<file path="src/rtl/core/ffra_pkg.sv">
// Shared constants, codes and types of the first-fit free range allocator.
package ffra_pkg;

    localparam int MAX_HOLES = 64;
    localparam int ADDR_BITS = 48;
    localparam int IDX_BITS  = (MAX_HOLES > 1) ? $clog2(MAX_HOLES) : 1;

    localparam logic [1:0] MODE_FIND    = 2'd0;
    localparam logic [1:0] MODE_CONSUME = 2'd1;
    localparam logic [1:0] MODE_RELEASE = 2'd2;

    localparam logic [1:0] ST_OK    = 2'd0;
    localparam logic [1:0] ST_NOFIT = 2'd1;
    localparam logic [1:0] ST_FULL  = 2'd2;

    localparam logic CFG_RANGE_MIN = 1'b0;
    localparam logic CFG_RANGE_MAX = 1'b1;

    typedef enum logic [1:0] {
        S_IDLE,
        S_SCAN,
        S_DONE
    } t_state;

    typedef struct packed {
        logic [1:0]           mode;
        logic [ADDR_BITS-1:0] range_start;
        logic [ADDR_BITS-1:0] range_end;
        logic [ADDR_BITS-1:0] want_length;
    } t_in_item;

    typedef struct packed {
        logic [1:0]           status;
        logic [ADDR_BITS-1:0] found_addr;
    } t_out_item;

    // record handed from cell to cell during a scan
    typedef struct packed {
        logic                 valid;
        t_in_item             req;
        logic                 found;
        logic [ADDR_BITS-1:0] best;
        logic                 hit_v;
        logic [IDX_BITS-1:0]  hit_idx;
        logic [ADDR_BITS-1:0] hit_lo;
        logic [ADDR_BITS-1:0] hit_hi;
        logic                 left_v;
        logic [IDX_BITS-1:0]  left_idx;
        logic [ADDR_BITS-1:0] left_lo;
        logic                 right_v;
        logic [IDX_BITS-1:0]  right_idx;
        logic [ADDR_BITS-1:0] right_hi;
        logic                 free_v;
        logic [IDX_BITS-1:0]  free_idx;
    } t_scan;

    // entry write broadcast to all cells
    typedef struct packed {
        logic                 en;
        logic [IDX_BITS-1:0]  idx;
        logic [ADDR_BITS-1:0] lo;
        logic [ADDR_BITS-1:0] hi;
        logic                 used;
    } t_wr;

    typedef struct packed {
        logic                 en;
        logic                 used;
        logic [ADDR_BITS-1:0] lo;
        logic [ADDR_BITS-1:0] hi;
    } t_init;

endpackage

</file>
<file path="src/rtl/core/ffra_cell.sv">
// One hole entry of the table plus its stage of the scan chain.
module ffra_cell (
    input  logic                          i_clk,
    input  logic                          i_rst_n,
    input  logic [ffra_pkg::IDX_BITS-1:0] i_idx,
    input  ffra_pkg::t_init               i_init,
    input  ffra_pkg::t_wr                 i_wr_a,
    input  ffra_pkg::t_wr                 i_wr_b,
    input  ffra_pkg::t_scan               i_rec,
    output ffra_pkg::t_scan               o_rec
);

    logic [ffra_pkg::ADDR_BITS-1:0] r_lo, r_hi;
    logic                           r_used;
    ffra_pkg::t_scan                r_rec, n_rec;
    logic [ffra_pkg::ADDR_BITS-1:0] w_len;

    assign w_len = r_hi - r_lo;

    always_comb begin
        n_rec = i_rec;
        if (r_used && w_len >= i_rec.req.want_length &&
            (!i_rec.found || r_lo < i_rec.best)) begin
            n_rec.found = 1'b1;
            n_rec.best  = r_lo;
        end
        if (!i_rec.hit_v && r_used && r_lo <= i_rec.req.range_start &&
            i_rec.req.range_end <= r_hi) begin
            n_rec.hit_v   = 1'b1;
            n_rec.hit_idx = i_idx;
            n_rec.hit_lo  = r_lo;
            n_rec.hit_hi  = r_hi;
        end
        if (!i_rec.left_v && r_used && r_hi == i_rec.req.range_start) begin
            n_rec.left_v   = 1'b1;
            n_rec.left_idx = i_idx;
            n_rec.left_lo  = r_lo;
        end
        if (!i_rec.right_v && r_used && r_lo == i_rec.req.range_end) begin
            n_rec.right_v   = 1'b1;
            n_rec.right_idx = i_idx;
            n_rec.right_hi  = r_hi;
        end
        if (!i_rec.free_v && !r_used) begin
            n_rec.free_v   = 1'b1;
            n_rec.free_idx = i_idx;
        end
    end

    always_ff @(posedge i_clk) begin
        if (!i_rst_n) begin
            r_rec.valid <= 1'b0;
        end else begin
            r_rec <= n_rec;
        end
    end

    always_ff @(posedge i_clk) begin
        if (!i_rst_n) begin
            r_used <= 1'b0;
        end else if (i_init.en) begin
            r_used <= (i_idx == '0) && i_init.used;
            r_lo   <= i_init.lo;
            r_hi   <= i_init.hi;
        end else if (i_wr_a.en && i_wr_a.idx == i_idx) begin
            r_used <= i_wr_a.used;
            r_lo   <= i_wr_a.lo;
            r_hi   <= i_wr_a.hi;
        end else if (i_wr_b.en && i_wr_b.idx == i_idx) begin
            r_used <= i_wr_b.used;
            r_lo   <= i_wr_b.lo;
            r_hi   <= i_wr_b.hi;
        end
    end

    assign o_rec = r_rec;

endmodule

</file>
<file path="config.mk">
export PLATFORM = sky130hd
export DESIGN_NAME = ffra_cell
export DESIGN_NICKNAME = d
export VERILOG_FILES = /design/src/rtl/core/ffra_pkg.sv /design/src/rtl/core/ffra_cell.sv
export SDC_FILE = /design/constraint.sdc
export NUM_CORES = 1
export LEC_CHECK = 0
export BUFFER_PORTS_ARGS = -buffer_cell sky130_fd_sc_hd__buf_2
export CAP_MARGIN = 10
export CORE_AREA = 2 2 442 444
export CTS_CLUSTER_SIZE = 30
export DETAILED_ROUTE_END_ITERATION = 12
export DIE_AREA = 0 0 444 446
export GPL_ROUTABILITY_DRIVEN = 0
export PLACE_DENSITY = 0.38
export SLEW_MARGIN = 10
export SYNTH_ARGS = -nofsm -noshare
export SYNTH_HDL_FRONTEND = slang
export SYNTH_SLANG_ARGS = --single-unit
</file>
<file path="constraint.sdc">
create_clock -name i_clk -period 12.85 [get_ports i_clk]
set_clock_uncertainty 0.1 [all_clocks]
set_input_delay 1.9275 -clock i_clk [delete_from_list [all_inputs] [get_ports i_clk]]
set_output_delay 1.9275 -clock i_clk [all_outputs]
set_load 0.005 [all_outputs]
</file>
==> flow_summary.yaml <==
critical_path:
  critPathMaxStageDelay_ps: 820
  reg2reg_slack_ps: 5350
  startpoint_type: "flop"
  cp-startpoint: "r_lo[0]"
  critical_path.endpoint: "o_rec[220]"
  worstPathArrival_ps: 7850
  worst_setup_path_end_kind: "flop"
  timing.rr.start: "r_lo[0]"
  path_common_cell: "o21ai_0"
  crit_chain: "ha_1 > inv_1 > fa_1 > a211oi_1 > o21ai_0 > a21oi_1 > buf_4 > o21ai_0 > a311o_1 > nand3_1 > o21ai_0 > a21oi_1 > xnor2_1 > ha_1 > nand4_1 > nor4_2 > nand2_1 > nor3_1 > a31oi_1 > nand3b_1 > o211a_4 > buf_4 > mux2_2"
  required_ps: 13200
  path_class: "reg -> reg"
  reg2reg_to: "o_rec[220]"
  critical-path-slowest-cell: "o21ai_0"
  r2r_cells: 23
  critPathMaxFanout: 25
route:
  via_count: 25200
  antenna_left: 0
  wl_per_cell_um: 32.2
  drt_first_iter_violations: 1995
  routed_wl_um: 200000
  vias_per_cell: 4.06
  firstDrtPassIters: 5
  drc: 0
synth:
  ys_seq_area_frac: 0.523
  yosys.area_share.adder: 0.102
  ys_ff_latch: 513
  syn_inst: 2401
  postSynthAreaPerCell_um2: 12.2
  synth_xor_area_frac: 0.0429
  yosys.cell_types.count: 61
  synth_flop_cell: "edfxtp_1"
  syn_area_um2: 29400
  synth_edf_count: 511
  synthMuxAreaShare: 0.123
  yosysTopAreaCellShare: 0.522
  yosys.area_share.simple: 0.0642
  yosysWarnings: 0
  synth_compound_area_frac: 0.0984
  ys_async_sr_fraction: 0
  synth_top_family_by_area: "multiplexers"
  ys_top_cells_by_area: "edfxtp_1, ha_1, mux2i_1, mux2_2, mux2_4"
  yosys.area.top_type: "edfxtp_1"
  syn-num-nets: 3370
worst_hold_path:
  hp-class: "reg -> reg"
grt:
  grt_pass1_vias: 25200
  grt_pass1_wl_um: 251000
  grt_use_total: 0.195
  antenna_found_initial: 121
  grt_max_degree: 115
  overflow: 0
sta:
  slew_headroom: 0.189
  fin_tns_setup_ps: 0
  finalMaxSlewViolations: 0
  tightest_slew_ps: 1210
  fin_ws_ps: 5350
  period_minus_slack_ps: 7500
  finalSetupViolations: 0
  rsz0062_at_grt: "false"
  hold_violations: 0
  fin_crit_sh: 0.584
  max_freq_ghz: 0.133
finish:
  drive_gt1_frac: 0.408
  final_nets: 4552
  area_delta_synth_final_pct: 38.9
  fill_cells: 21200
  layout.cells.non_filler: 6209
floorplanning:
  start_util: 0.152
  pin_count: 1146
  rows: 162
  dieWidth_um: 444
  core_area_um2: 194000
  die_area_um2: 198000
  die_height_um: 446
clock_tree:
  htree_levels: 3
  clock_sinks: 513
  holdBufCountCts: 0
  clkTransAtPathRegs_ps: 60
  cts_resized: 0
  cts_root_buf: "clkbuf_16"
  clk_latency_ps: 730
  numCtsBuffers: 75
  cts_buffer_depth: 3
  cts_setup_buffers: 0
  cts_tree: "built"
placement:
  io_buffers: 1145
  post-dp-hpwl_um: 169000
  dp_cells: 6048
  pre_cts_slack_ps: 5210
power:
  peakVddDrop_mv: 0.0710
  p_total_mw: 5.45
  p_per_area_nw_per_um2: 134
  power.leakage_nw: 17.8
job:
  maxCapViolations: 0
outcome:
  status: "finished, final reports clean"
[how the worst min path moves through the flow]
| stage | start | endpoint | slack [ps] | cells after the start |
|---|---|---|---|---|
| 6_report | r_hi[2] | o_rec[119] | 630 | 1 |
| 5_1_grt | r_hi[2] | o_rec[119] | 670 | 1 |
| 4_1_cts | r_hi[2] | o_rec[119] | 650 | 1 |
| 3_5_place_dp | r_hi[2] | o_rec[119] | 630 | 1 |
| 3_3_place_gp | r_hi[2] | o_rec[119] | 610 | 1 |
| 2_1_floorplan | r_hi[22] | o_rec[139] | 480 | 1 |
[critical path: cells and delay by family (launching register included)]
family	cells	cell delay, ps
xor+xnor	1	140
mux	1	400
buf+inv	3	800
compound gates	9	2760
fa+ha+maj	3	830
simple gates	6	1570
flops	1	540
[power breakdown]
part | total [mW] | switching (mW) | internal (mW)
Sequential | 2.10 | 0.109 | 2.00
Clock | 2.17 | 0.908 | 1.27
Combinational | 1.18 | 0.721 | 0.455
[cell type report]
type / count / area, um2 / area share
sequential: 513 / 15400 / 0.377
multi-input combinational: 1554 / 12700 / 0.311
timing repair buffer: 1189 / 6100 / 0.149
tap: 2542 / 3180 / 0.0779
clock buffer: 91 / 1940 / 0.0474
inverter: 250 / 938 / 0.0230
clock inverter: 42 / 528 / 0.0129
antenna: 28 / 70.1 / 0.00172
[Yosys cell counts, types with 15 or more instances]
cell type / number
inv_1: 250
nand4_1: 61
mux2_4: 69
mux2i_1: 143
xor2_1: 58
mux2_2: 101
xnor2_1: 86
a21oi_1: 92
nor3_1: 15
clkbuf_1: 56
nand3_1: 18
nor2_1: 34
o21ai_0: 183
nor4_1: 19
nand2_1: 175
edfxtp_1: 511
ha_1: 238
a21o_1: 107
[per-stage QoR]
step / util / instance area (um2) / hold slack [ps]
4_1_cts: 0.211 / 40800 / 645
5_1_grt: 0.211 / 40800 / 669
3_3_place_gp: 0.198 / 38300 / 608
3_5_place_dp: 0.198 / 38300 / 627
6_report: 0.211 / 40800 / 627
2_1_floorplan: - / 29400 / 480
[registers in the layout (all words and copies together) (netlist names)]
name	count
o_rec	416
r_hi	48
r_lo	48
r_used	1
[cell families (layout without fill, tap and decap cells)]
group                      after synthesis  count (layout)
AOI/OAI and AO/OA                      474             474
buffers and inverters                  334            1572
and+or+nand+nor                        384             384
other                                    0              28
DFF                                    513             513
muxes                                  313             313
xor gates and xnor gates               144             144
adders and majority gates              239             239
[metal layers]
layer | wire length [um] | track usage
met1 | 82600 | 0.241
met2 | 95100 | 0.328
met3 | 14800 | 0.0510
met4 | 7310 | 0.0632
met5 | 45 | 0
[cells in the final DEF, fill, tap and decap left out, types with 11 or more instances in the layout]
cell	n
clkinv_2	11
a31oi_1	13
nand4_1	61
a21oi_1	92
ha_1	238
clkbuf_16	75
nor4_1	17
nor3_1	15
diode_2	28
nand2_1	175
nand3_1	17
mux2_4	69
clkbuf_1	16
mux2_2	101
inv_1	250
a21o_1	107
nor2_1	34
xnor2_1	86
buf_4	41
edfxtp_1	511
o21ai_0	183
xor2_1	58
mux2i_1	143
buf_2	1144
(Power assumes the default switching activity.)
